**src/rtl/edd_pkg.sv**
```systemverilog
// Shared types and constants for the error diffusion dither core.
// Used by the channel interfaces, the controller, the datapath and the top level.
// No dependencies.
package edd_pkg;

  // Default build parameters.
  localparam int MAX_WIDTH_DEF = 2048;
  localparam int ERR_FRAC_DEF  = 8;

  // Pixel channel width.
  localparam int PIX_W = 8;

  // Configuration register map.
  localparam int CFG_INDEX_W = 1;
  localparam int CFG_DATA_W  = 12;
  localparam logic [CFG_INDEX_W-1:0] CFG_LEVEL_BITS = 1'd0;
  localparam logic [CFG_INDEX_W-1:0] CFG_LINE_WIDTH = 1'd1;
  localparam int LEVEL_BITS_W = 4;
  localparam int LINE_WIDTH_W = 12;
  localparam logic [LEVEL_BITS_W-1:0] LEVEL_BITS_RST = 4'd1;
  localparam logic [LINE_WIDTH_W-1:0] LINE_WIDTH_RST = 12'd640;
  localparam logic [LEVEL_BITS_W-1:0] LEVEL_BITS_MAX = 4'd8;

  // Division by 255: q = (n * 65793) >> 24, low by at most one.
  localparam int N255_W          = 18;
  localparam int DIV255_RECIP_W  = 17;
  localparam logic [DIV255_RECIP_W-1:0] DIV255_RECIP = 17'd65793;
  localparam int DIV255_SHIFT    = 24;
  localparam int DIV255_PROD_W   = N255_W + DIV255_RECIP_W;
  localparam int DIV255_Q_W      = DIV255_PROD_W - DIV255_SHIFT;

  // Quantized level: magnitude up to 770.
  localparam int LVL_MAG_W = 10;
  localparam int LVL_W     = LVL_MAG_W + 1;

  // Floyd-Steinberg weights in sixteenths.
  localparam logic [2:0] SHARE_RIGHT      = 3'd7;
  localparam logic [2:0] SHARE_DOWN_LEFT  = 3'd3;
  localparam logic [2:0] SHARE_DOWN       = 3'd5;
  localparam logic [2:0] SHARE_DOWN_RIGHT = 3'd1;

  // Controller to datapath commands: one step of the per-pixel sequence each.
  typedef struct packed {
    logic accept;
    logic rd;
    logic sum;
    logic lvl1;
    logic lvl2;
    logic err1;
    logic err2;
    logic err3;
    logic diff;
    logic tail;
    logic out_load;
  } edd_cmd_t;

  // Datapath to controller status.
  typedef struct packed {
    logic row_end;
  } edd_sts_t;

endpackage

```
**src/rtl/edd_ctrl.sv**
```systemverilog
// Controller: steps each accepted pixel word through the datapath sequence and
// owns the output valid flag. Depends on edd_pkg.
module edd_ctrl (
  input  logic              clk,
  input  logic              rst_n,
  input  logic              in_valid,
  output logic              in_ready,
  output logic              out_valid,
  input  logic              out_ready,
  input  edd_pkg::edd_sts_t sts,
  output edd_pkg::edd_cmd_t cmd
);
  import edd_pkg::*;

  typedef enum logic [3:0] {
    S_IDLE,
    S_READ,
    S_SUM,
    S_LVL1,
    S_LVL2,
    S_ERR1,
    S_ERR2,
    S_ERR3,
    S_DIFF,
    S_TAIL,
    S_OUT
  } state_t;

  state_t state_r;
  state_t state_nxt;
  logic   out_valid_r;
  logic   out_valid_nxt;

  always_comb begin
    cmd          = '0;
    cmd.accept   = (state_r == S_IDLE) && in_valid;
    cmd.rd       = (state_r == S_READ);
    cmd.sum      = (state_r == S_SUM);
    cmd.lvl1     = (state_r == S_LVL1);
    cmd.lvl2     = (state_r == S_LVL2);
    cmd.err1     = (state_r == S_ERR1);
    cmd.err2     = (state_r == S_ERR2);
    cmd.err3     = (state_r == S_ERR3);
    cmd.diff     = (state_r == S_DIFF);
    cmd.tail     = (state_r == S_TAIL);
    cmd.out_load = (state_r == S_OUT) && (!out_valid_r || out_ready);

    state_nxt = state_r;
    unique case (state_r)
      S_IDLE: if (in_valid) state_nxt = S_READ;
      S_READ: state_nxt = S_SUM;
      S_SUM:  state_nxt = S_LVL1;
      S_LVL1: state_nxt = S_LVL2;
      S_LVL2: state_nxt = S_ERR1;
      S_ERR1: state_nxt = S_ERR2;
      S_ERR2: state_nxt = S_ERR3;
      S_ERR3: state_nxt = S_DIFF;
      S_DIFF: state_nxt = sts.row_end ? S_TAIL : S_OUT;
      S_TAIL: state_nxt = S_OUT;
      S_OUT:  if (cmd.out_load) state_nxt = S_IDLE;
      default: state_nxt = S_IDLE;
    endcase

    out_valid_nxt = out_valid_r;
    if (cmd.out_load) begin
      out_valid_nxt = 1'b1;
    end else if (out_ready) begin
      out_valid_nxt = 1'b0;
    end
  end

  always_ff @(posedge clk) begin
    if (!rst_n) begin
      state_r     <= S_IDLE;
      out_valid_r <= 1'b0;
    end else begin
      state_r     <= state_nxt;
      out_valid_r <= out_valid_nxt;
    end
  end

  assign in_ready  = (state_r == S_IDLE);
  assign out_valid = out_valid_r;

endmodule

```
**config.mk**
```make
export PLATFORM = sky130hd
export DESIGN_NAME = edd_ctrl
export DESIGN_NICKNAME = d
export VERILOG_FILES = /design/src/rtl/edd_pkg.sv /design/src/rtl/edd_ctrl.sv
export SDC_FILE = /design/constraint.sdc
export NUM_CORES = 1
export LEC_CHECK = 0
export BUFFER_PORTS_ARGS = -buffer_cell sky130_fd_sc_hd__buf_4
export CAP_MARGIN = 10
export CORE_AREA = 4 4 41 43
export CTS_CLUSTER_SIZE = 30
export DETAILED_ROUTE_END_ITERATION = 8
export DIE_AREA = 0 0 45 47
export GPL_TIMING_DRIVEN = 0
export SYNTH_ARGS = -nofsm -noshare
export SYNTH_HDL_FRONTEND = slang
export SYNTH_SLANG_ARGS = --single-unit
export TNS_END_PERCENT = 50
```
**constraint.sdc**
```tcl
create_clock -name clk -period 3.07 [get_ports clk]
set_input_delay 0.614 -clock clk [delete_from_list [all_inputs] [get_ports clk]]
set_output_delay 0.614 -clock clk [all_outputs]
set_load 0.005 [all_outputs]
```
[Word-level counts from Yosys, hierarchy flattened]
Cells that the tools add are included.
Word-level totals
  RAM bits: 0
  input bits: 5
  register bits after elaboration: 5
  memories: 0
  output and inout port bits: 13
  latch bits: 0
  ROM bits: 0
Operators by class
  bitwise operators: 0
  multiplexer cells: 6
  multipliers: 0
  reduce and logical (&&, ||, !) cells: 7
  add/sub/neg operators: 0
  divide/modulo/power cells: 0
  $lt $le $gt $ge: 0
  equal/unequal tests: 12
  shift-type cells: 0
Operators by type and width (count)
  $pmux W4 S11: 1
  $eq A4 B3 Y1 const B: 4
  $eq A4 B4 Y1 const B: 3
  $eq A4 B2 Y1 const B: 2
  $mux W4: 2
  $eq A4 B1 Y1 const B: 1
  $logic_not A4 Y1: 1
  $ne A2 B2 Y1 const B: 2
  $logic_and A1 B1 Y1: 2
  $mux W1: 2
  $mux W2: 1
  $reduce_and A2 Y1: 1
  $reduce_bool A2 Y1: 1
  $logic_not A1 Y1: 1
  $logic_or A1 B1 Y1: 1

[Logic depth before layout (Yosys ltp)]
  word-level depth: 5
  gate-level depth with buffers: 5
  gate-level depth less buffers: 4

[Worst setup path after synthesis]
No wires, ideal clock.
  kind: input port to output port
  from: in out_ready
  to: out cmd[0] (netlist bit)
  cell stages on the path: 3
  path slack: 1.436 ns
  data arrival time: 1.020 ns
  required time: 2.456 ns
  path through: nand2b_1 > nor2b_1 > buf_4
RTL lines
  start: declaration: line edd_ctrl.sv:9  | input logic out_ready,
  end: declaration: line edd_ctrl.sv:11  | output edd_pkg::edd_cmd_t cmd

==> results.sh <==
export IMPL_synthTopCellsByArea="dfxtp_1 (28%), nor3_1 (8.5%), nand2b_1 (7.1%), nor2_1 (6.4%), xnor2_1 (5.0%)"
export IMPL_synth_net_count=53
export IMPL_arrival_ns=1.31
export IMPL_worstMarginPinSlew_ns=0.299
export IMPL_wl_per_cell_um=10.3
export IMPL_leakage_uw=0.000246
export IMPL_grt_first_pass_wirelength_mm=1.48
export IMPL_synthesis_area_um2=352
export IMPL_post_route_period_util_pct=62.8
export IMPL_setup_violations=0
export IMPL_cp_end_kind="output pin"
export IMPL_area_delta_synth_final_pct=49.1
export IMPL_gp_congestion=0.752
export IMPL_via_per_inst=4.57
export IMPL_pin_count=18
export IMPL_cts_tree="done"
export IMPL_initial_utilization_pct=27.0
export IMPL_rows=13
export IMPL_drv_slew=0
export IMPL_diodes=0
export IMPL_dieHeight_um=47
export IMPL_ant_nets=0
export IMPL_p_clk_share_pct=31.2
export IMPL_post_route_util_pct=40.3
export IMPL_p_int_uw=170
export IMPL_firstDrtPassIters=4
export IMPL_fin_nets=75
export IMPL_die_x_um=45
export IMPL_layout_drive_gt1_share_pct=39.1
export IMPL_fillerInstances=155
export IMPL_synth_top_area_share_pct=28.5
export IMPL_design_die_area_um2=2120
export IMPL_maxCapViolations=0
export IMPL_cp_max_fo=10
export IMPL_cts_sinks=5
export IMPL_rsz0062_at_grt="no"
export IMPL_ys_ff_latch=5
export IMPL_finalCriticalPeriod_ns=1.93
export IMPL_ir_worst_vdd_mv=0.227
export IMPL_drt_initial_drc_count=2
export IMPL_cts_resized=0
export IMPL_clock_fmax_mhz=519
export IMPL_final_area_um2=524
export IMPL_synth_top_area_cell="dfxtp_1"
export IMPL_ctsHtreeMaxLevel=1
export IMPL_insertion_delay_ns=0.24
export IMPL_root_buffer="clkbuf_4"
export IMPL_ys_seq_area_share_pct=28.5
export IMPL_grt_total_usage_pct=9.74
export IMPL_path_class="flop to output pin"
export IMPL_p_seq_share_pct=30.9
export IMPL_via_count=384
export IMPL_clk_path_buf_depth=2
export IMPL_hold_class="flop to flop"
export IMPL_multi_input_area_um2=203
export IMPL_cts_reportedPaths_clkPinSlew_ns=0.04
export IMPL_core_um2=1300
export IMPL_grt_overflow_total=0
export IMPL_max_slew_margin_pct=79.9
export IMPL_dp_cells=80
export IMPL_placed_cell_area_um2=498
export IMPL_synth_distinct_cells=22
export IMPL_grt_pass1_vias=351
export IMPL_antenna_found_initial=0
export IMPL_setup_worst_path_start_class="flop"
export IMPL_required_ns=2.46
export IMPL_p_switching_uw=75.8
export IMPL_yosysWarnings=0
export IMPL_grt_max_degree=11
export IMPL_numPortBuffers=17
export IMPL_status="complete, no violations"
export IMPL_wl_um=862
export IMPL_final_cell_mix="buf_4 (18), nor2_1 (6), nor3_1 (6)"
export IMPL_swShare_pct=30.9
export IMPL_final_common_cell="buf_4"
export IMPL_cellPowerDensity_nw_per_um2=469
export IMPL_numCtsBuffers=3
export IMPL_hold_viol_final=0
export IMPL_dp_hpwl_um=654
export IMPL_finalClockSkew_ns=0.000618
export IMPL_seqCellArea_um2=100
export IMPL_drc=0
export IMPL_hold_buffers=0
export IMPL_cts_setup_buffers=0
export IMPL_p_comb_share_pct=37.9
export IMPL_fin_setup_tns_ns=0
export IMPL_postSynthCellCount=48
export IMPL_instances_no_fill=84
export IMPL_synth_area_per_cell_um2=7.32
## cell type report
class                      count  share of cell area (%)
multi-input combinational     34                    38.7
inverter                       4                    2.86
sequential                     5                    19.1
timing repair buffer          17                    24.3
tap                           15                    3.58
clock buffer                   4                    5.01
buffer                         5                    6.44
## worst paths after layout
kind / from / end / slack, ns / depth (start not counted)
worst max-delay path: state_r[0]$_SDFFE_PN0P_ / cmd[0] / 1.14 / 6
worst min-delay path: out_valid$_SDFFE_PN0P_ / out_valid$_SDFFE_PN0P_ / 0.56 / 2
worst max register to register: state_r[2]$_SDFFE_PN0P_ / state_r[1]$_SDFFE_PN0P_ / 1.88 / 4
worst min register to register: out_valid$_SDFFE_PN0P_ / out_valid$_SDFFE_PN0P_ / 0.56 / 2
## state kept, by name (all words and copies together), names as in the netlist
signal     count
state_r        4
out_valid      1
## critical path, stage by stage (launching register included)
cell and delay [ns]:
dfxtp_1 0.35, buf_2 0.23, nor2_1 0.06, nand3_1 0.12, nor2b_1 0.06, buf_4 0.12
buf_4 0.12
## per-stage QoR
stage	power [uW]	hold slack (ns)	setup WS [ns]
floorplan	137	0.519	1.44
global placement	171	0.554	1.17
detailed placement	172	0.554	1.16
CTS	252	0.567	1.11
global route	266	0.615	1.02
finish	246	0.563	1.14
## cell families after synthesis
logic type                Yosys count  share of synthesized area [%]
AOI/OAI and AO/OA                   8                           17.1
xor gates and xnor gates            2                           4.98
buffers and inverters               9                           13.9
DFF                                 5                           28.5
and+or+nand+nor                    24                           35.6
## per-layer routing
layer	GRT usage (%)	up-vias	wire [um]	share of wire, %
met3	3.83	2	68	7.9
met4	5.26	0	8	0.93
li1	-	201	-	-
met5	0	-	0	0
met1	11.4	171	385	45
met2	15.3	10	401	47
## power by group through the flow
stage	Clock [uW]	Combinational, uW	Sequential, uW
after detailed placement	0	94.3	77.4
after CTS	81.7	94.5	76.2
after floorplan	0	60.8	76.3
after global placement	0	93.7	77.2
after global routing	84.7	104	77.2
final	76.6	93.1	76.0
## cell usage after synthesis
cell type	number
o21ai_0	1
nand2_1	3
a211oi_2	1
a31oi_1	1
nor3_1	6
dfxtp_1	5
or3_1	1
and2_1	1
buf_2	3
xnor2_1	2
a21o_1	1
nor2b_1	1
o32ai_1	1
buf_6	1
nor2_1	6
a21oi_1	2
nand2b_1	4
nor4_2	1
o32a_1	1
nand3_1	1
inv_1	4
buf_4	1
Note: power is estimated with default switching activity, not from simulation.
